**src/rtl/c3rb_queue.sv**
```systemverilog
// ----------------------------------------------------------------------------
// c3rb_queue
// Small job queue between the window front end and the filter back end.
// ----------------------------------------------------------------------------
module c3rb_queue #(
    parameter int WIDTH = 8,
    parameter int DEPTH = 8
) (
    input  logic                     i_clk,
    input  logic                     i_rst_n,
    input  logic                     i_push,
    input  logic [WIDTH-1:0]         i_data,
    input  logic                     i_pop,
    output logic                     o_valid,
    output logic [WIDTH-1:0]         o_data,
    output logic [$clog2(DEPTH):0]   o_level
);
    localparam int AW = $clog2(DEPTH);

    logic [WIDTH-1:0] r_mem [DEPTH];
    logic [AW-1:0]    r_wr_ptr, r_rd_ptr;
    logic [AW:0]      r_level;
    logic             pop_ok;

    assign pop_ok  = i_pop && (r_level != '0);
    assign o_valid = (r_level != '0);
    assign o_data  = r_mem[r_rd_ptr];
    assign o_level = r_level;

    always_ff @(posedge i_clk) begin
        if (!i_rst_n) begin
            r_wr_ptr <= '0;
            r_rd_ptr <= '0;
            r_level  <= '0;
        end else begin
            if (i_push) begin
                r_wr_ptr <= (r_wr_ptr == AW'(DEPTH - 1)) ? '0 : r_wr_ptr + 1'b1;
            end
            if (pop_ok) begin
                r_rd_ptr <= (r_rd_ptr == AW'(DEPTH - 1)) ? '0 : r_rd_ptr + 1'b1;
            end
            r_level <= r_level + (AW + 1)'(i_push) - (AW + 1)'(pop_ok);
        end
    end

    always_ff @(posedge i_clk) begin
        if (i_push) begin
            r_mem[r_wr_ptr] <= i_data;
        end
    end

endmodule

```
**config.mk**
```make
export PLATFORM = sky130hd
export DESIGN_NAME = c3rb_queue
export DESIGN_NICKNAME = d
export VERILOG_FILES = /design/src/rtl/c3rb_queue.sv
export SDC_FILE = /design/constraint.sdc
export NUM_CORES = 1
export LEC_CHECK = 0
export CAP_MARGIN = 5
export CORE_UTILIZATION = 55
export DETAILED_ROUTE_END_ITERATION = 10
export DONT_BUFFER_PORTS = 1
export GPL_TIMING_DRIVEN = 0
export PLACE_DENSITY = 0.66
export RECOVER_POWER = 25
export SETUP_SLACK_MARGIN = 0.1
export SLEW_MARGIN = 20
export SYNTH_ARGS = -nofsm -noshare
export SYNTH_HDL_FRONTEND = slang
export SYNTH_SLANG_ARGS = --single-unit
```
**constraint.sdc**
```tcl
create_clock -name i_clk -period 2.6 [get_ports i_clk]
set_clock_uncertainty 0.1 [all_clocks]
set_input_delay 0.52 -clock i_clk [delete_from_list [all_inputs] [get_ports i_clk]]
set_output_delay 0.52 -clock i_clk [all_outputs]
set_load 0.02 [all_outputs]
```
=== After elaboration in Yosys (flattened, before gate mapping) ===
Memories as Yosys holds them, arrays and structs flattened. A register that Yosys moved wholly into a read port is not among the register bits.
Index checks and enable logic that the tools add are counted.

* Multiplexer cells: 6
* Add/subtract/negate cells: 4
* Eq/ne operators: 2
* Reductions and logical operators: 2

{| class="wikitable"
|+ Operator list
! kind !! number
|-
| $mux W3 || 4
|-
| $add A3 B1 Y3 const B || 2
|-
| $eq A3 B3 Y1 const B || 2
|-
| $add A4 B1 Y4 || 1
|-
| $reduce_bool A4 Y1 || 1
|-
| $sub A4 B1 Y4 || 1
|-
| $mux W1 || 2
|-
| $logic_and A1 B1 Y1 || 1
|}

* Register bits: 10
* Memories: 1
* RAM bits: 64
* Input port bits: 12
* Output and inout port bits: 13

{| class="wikitable"
|+ Memory list
! memory !! words !! width !! rd ports !! clocked after memory_dff !! write ports !! RTL line !! source
|-
| r_mem || 8 || 8 || 1 || 1 || 1 || 20 || <nowiki>logic [WIDTH-1:0] r_mem [DEPTH];</nowiki>
|}

=== Depth between registers and ports, before layout ===
* Depth after elaboration: 4
* Gate-level depth with buffers: 9
* Gate-level depth less buffers: 9

=== Worst setup path after synthesis ===
No wires, ideal clock.

* Kind: reg-to-reg
* From: register r_level[2] (netlist: o_level[2])
* To: register r_level[2] (netlist: o_level[2])
* Arrival time: 2.257 ns
* Stages on the path, launching flop included: 10
* Path slack: 0.128 ns
* Cells stage by stage: dfxtp_1 > inv_1 > ha_1 > or3b_2 > nand2_2 > mux2i_1 > ha_1 > fa_1 > xor2_1 > and2_1

* Longest elaborated chain between the ends: 3

{| class="wikitable"
|+ RTL lines
! what !! RTL line !! source
|-
| start: declaration || 22 || <nowiki>logic [AW:0] r_level;</nowiki>
|-
| start signal: assignment || 42 || <nowiki>r_level <= r_level + (AW + 1)'(i_push) - (AW + 1)'(pop_ok);</nowiki>
|-
| $reduce_bool A4 Y1 || - ||
|-
| via o_valid || 14 || <nowiki>output logic o_valid,</nowiki>
|-
| $logic_and A1 B1 Y1 || 25 || <nowiki>assign pop_ok = i_pop && (r_level != '0);</nowiki>
|-
| $sub A4 B1 Y4 || 42 ||
|}

The timed path passes the listed nets, and every way through them passes these cells.
A chain may end at the register's enable or synchronous reset.

==> flow_metrics.tcl <==
set metrics [dict create \
    dp.cells 240 \
    synth_xor_area_share_pct 0.277 \
    cp_max_fo 8 \
    dr.pass1.iters 4 \
    cts_sinks 77 \
    synth_top_family_by_area "multiplexers" \
    worstReg2RegStart "o_level[2]$_SDFF_PN0_" \
    tns_ns 0 \
    cellPowerDensity_mw_per_mm2 866 \
    via_count 1485 \
    syn-cell-area_mm2 0.00316 \
    grt_max_degree 13 \
    grt_pass1_vias 1593 \
    hold_viol 0 \
    synth_compound_area_share_pct 0.594 \
    synth.most_common_cell "edfxtp_1" \
    synthTopCellsByCount "64 x edfxtp_1, 15 x mux4_1, 13 x dfxtp_1, 10 x mux2i_1, 10 x nand2_1" \
    synth_cell_types 28 \
    clk-insertion-delay-late_ns 0.33 \
    endpoint_kind "output pin" \
    clockBufferDepth 2 \
    holdWs_ns 0.172 \
    die_y_um 77.8 \
    fin_crit_sh_pct 94.6 \
    p_int_mw 2.34 \
    post-route-util_pct 65.0 \
    switching_share_pct 25.0 \
    start_kind "flop" \
    drtIter0Drc 103 \
    placeableCoreArea_mm2 0.00554 \
    yosys.area_share.simple_pct 5.14 \
    vias_per_cell 5.65 \
    synthAdderAreaFrac_pct 3.80 \
    p_sw_uw 781 \
    criticalPathCategory "flop to output pin" \
    fin_nets 207 \
    htree_levels 3 \
    status "finished, final reports clean" \
    path_clk_slew_ns 0.08 \
    pin_count 25 \
    port_buffers 0 \
    worst_pin_slew_ns 0.972 \
    syn-instance-count 167 \
    maxSlewViolCount 0 \
    ir_worst_vdd_v 0.000599 \
    pwr-share-seq_pct 47.4 \
    synth.area.mux_share_pct 19.2 \
    max-cap-violations 0 \
    hold_path.class "input pin to flop" \
    grt_usage_pct 18.7 \
    fmax_mhz 407 \
    setup_violations 0 \
    start_util_pct 57.1 \
    clkPwrFrac_pct 31.7 \
    synth.net_count 188 \
    ys_ff_latch 77 \
    cts_inserted_buffers 9 \
    area_delta_synth_final_pct 13.9 \
    pwr-share-comb_pct 20.9 \
    dpl_cell_area_mm2 0.00327 \
    ys_async_sr_fraction_pct 0 \
    cts_tree "done" \
    seq_area_frac_synth_pct 69.0 \
    final_layout_size_suffix_gt1_share_pct 23.6 \
    fin_cells 263 \
    min_from "i_data[4]" \
    rsz0062_at_grt "false" \
    p_leak_nw 1.29 \
    grt-ovfl-total 0 \
    die_area_mm2 0.00606 \
    antenna_left 0 \
    ys_warn_count 0 \
    drc_errors 0 \
    synth_edf_count 64 \
    maxSlewHeadroom_pct 35.0 \
    root_buffer "clkbuf_8" \
    yosys-top-cells-area "edfxtp_1 61%, mux4_1 12%, dfxtp_1 8.2%" \
    antennaDiodeCount 0 \
    required_ns 1.98 \
    antenna_found_initial 0 \
    stdcell_area_mm2 0.00360 \
    min_period_ns 2.46 \
    avgRoutedWirePerCell_um 19.7 \
    routed_wl_mm 5.18 \
    synthDominantCellAreaShare_pct 60.8 \
    crit_arrival_ns 1.84 \
    place.gp.congestion 0.678 \
    avgSynthCellArea_um2 18.9 \
    grt_pass1_wl_mm 7.89 \
    synth_largest_area_cell "edfxtp_1" \
    synthFlopType "edfxtp_1" \
    dpl.hpwl_mm 3.39 \
    row_count 27 \
    die-width_um 77.8 \
]
[metal layers]
| metal | share of wire [%] | global-route usage, % |
|---|---|---|
| met5 | 0 | 0 |
| met4 | 1.1 | 9.62 |
| met3 | 3.5 | 5.53 |
| met2 | 53 | 31.5 |
| met1 | 42 | 21.8 |
[state kept, by name, summed over array words and instances, names as in the netlist, named ones only]
register and cells:
o_level 4, r_rd_ptr 3, r_mem 64, r_wr_ptr 3
[worst max-delay path: stages, from the launching register on]
cell and delay [ns]:
dfxtp_1 0.33, buf_6 0.15, clkbuf_16 0.16, mux4_1 0.55, mux2_4 0.31
[per-stage QoR]
step | power [mW] | setup WS, ns
detailed placement | 2.07 | -0.0307
finish | 3.12 | 0.141
global placement | 2.04 | 0.0225
floorplan | 1.96 | 0.128
CTS | 3.08 | 0.0688
global route | 3.26 | 0.0926
[logic make-up (layout without fill, tap and decap cells)]
kind of cell | Yosys count | count (layout)
AOI/OAI and AO/OA | 3 | 3
xor gates and xnor gates | 1 | 1
adders and majority gates | 9 | 9
buffers and inverters | 10 | 34
DFF | 77 | 77
muxes | 34 | 34
and+or+nand+nor | 33 | 33
[what timing repair did]
| action | CTS | global route |
|---|---|---|
| cloned | 0 | 1 |
| resized for setup | 8 | 8 |
| setup endpoints to repair | 11 | 9 |
| setup buffers | 0 | 6 |
| hold buffers | 0 | 0 |
| pin swaps | 0 | 0 |
[final cells by class]
class	instances	area, um^2
clock buffers	12	155
repair buffers	8	77.6
plain buffers	6	51.3
clock inverters	4	70.1
fillers	400	1940
inverters	4	15.0
well taps	72	90.1
flip-flops and latches	77	2190
multi-input cells	80	953
[final timing paths]
kind,endpoint,slack [ns],depth (start not counted)
worst min-delay path,r_mem[6][4]$_DFFE_PP_,0.17,0
worst max register to register,o_level[2]$_SDFF_PN0_,0.21,9
worst min register to register,flop,0.40,2
worst max-delay path,o_data[6],0.14,4
[power by group through the flow]
stage	Combinational, mW	Clock [mW]	Sequential (mW)
2_1_floorplan	0.476	0	1.49
3_3_place_gp	0.542	0	1.50
3_5_place_dp	0.566	0	1.50
4_1_cts	0.600	1.01	1.48
5_1_grt	0.710	1.06	1.49
6_report	0.652	0.988	1.48
[cells in the final DEF, fill, tap and decap left out, types with 2 or more instances in the layout]
cell type,netlist,layout
and2_1,4,4
buf_4,0,7
bufinv_16,0,2
clkbuf_1,2,2
clkbuf_8,0,11
clkinv_2,0,2
dfxtp_1,13,11
edfxtp_1,64,64
ha_1,8,8
inv_1,4,4
mux2_4,0,7
mux2i_1,10,10
mux4_1,15,13
mux4_2,1,3
nand2_1,10,10
nand2b_1,3,3
nor2_1,8,8
nor2b_1,2,2
nor3_2,0,2
Note: power is estimated with default switching activity, not from simulation.
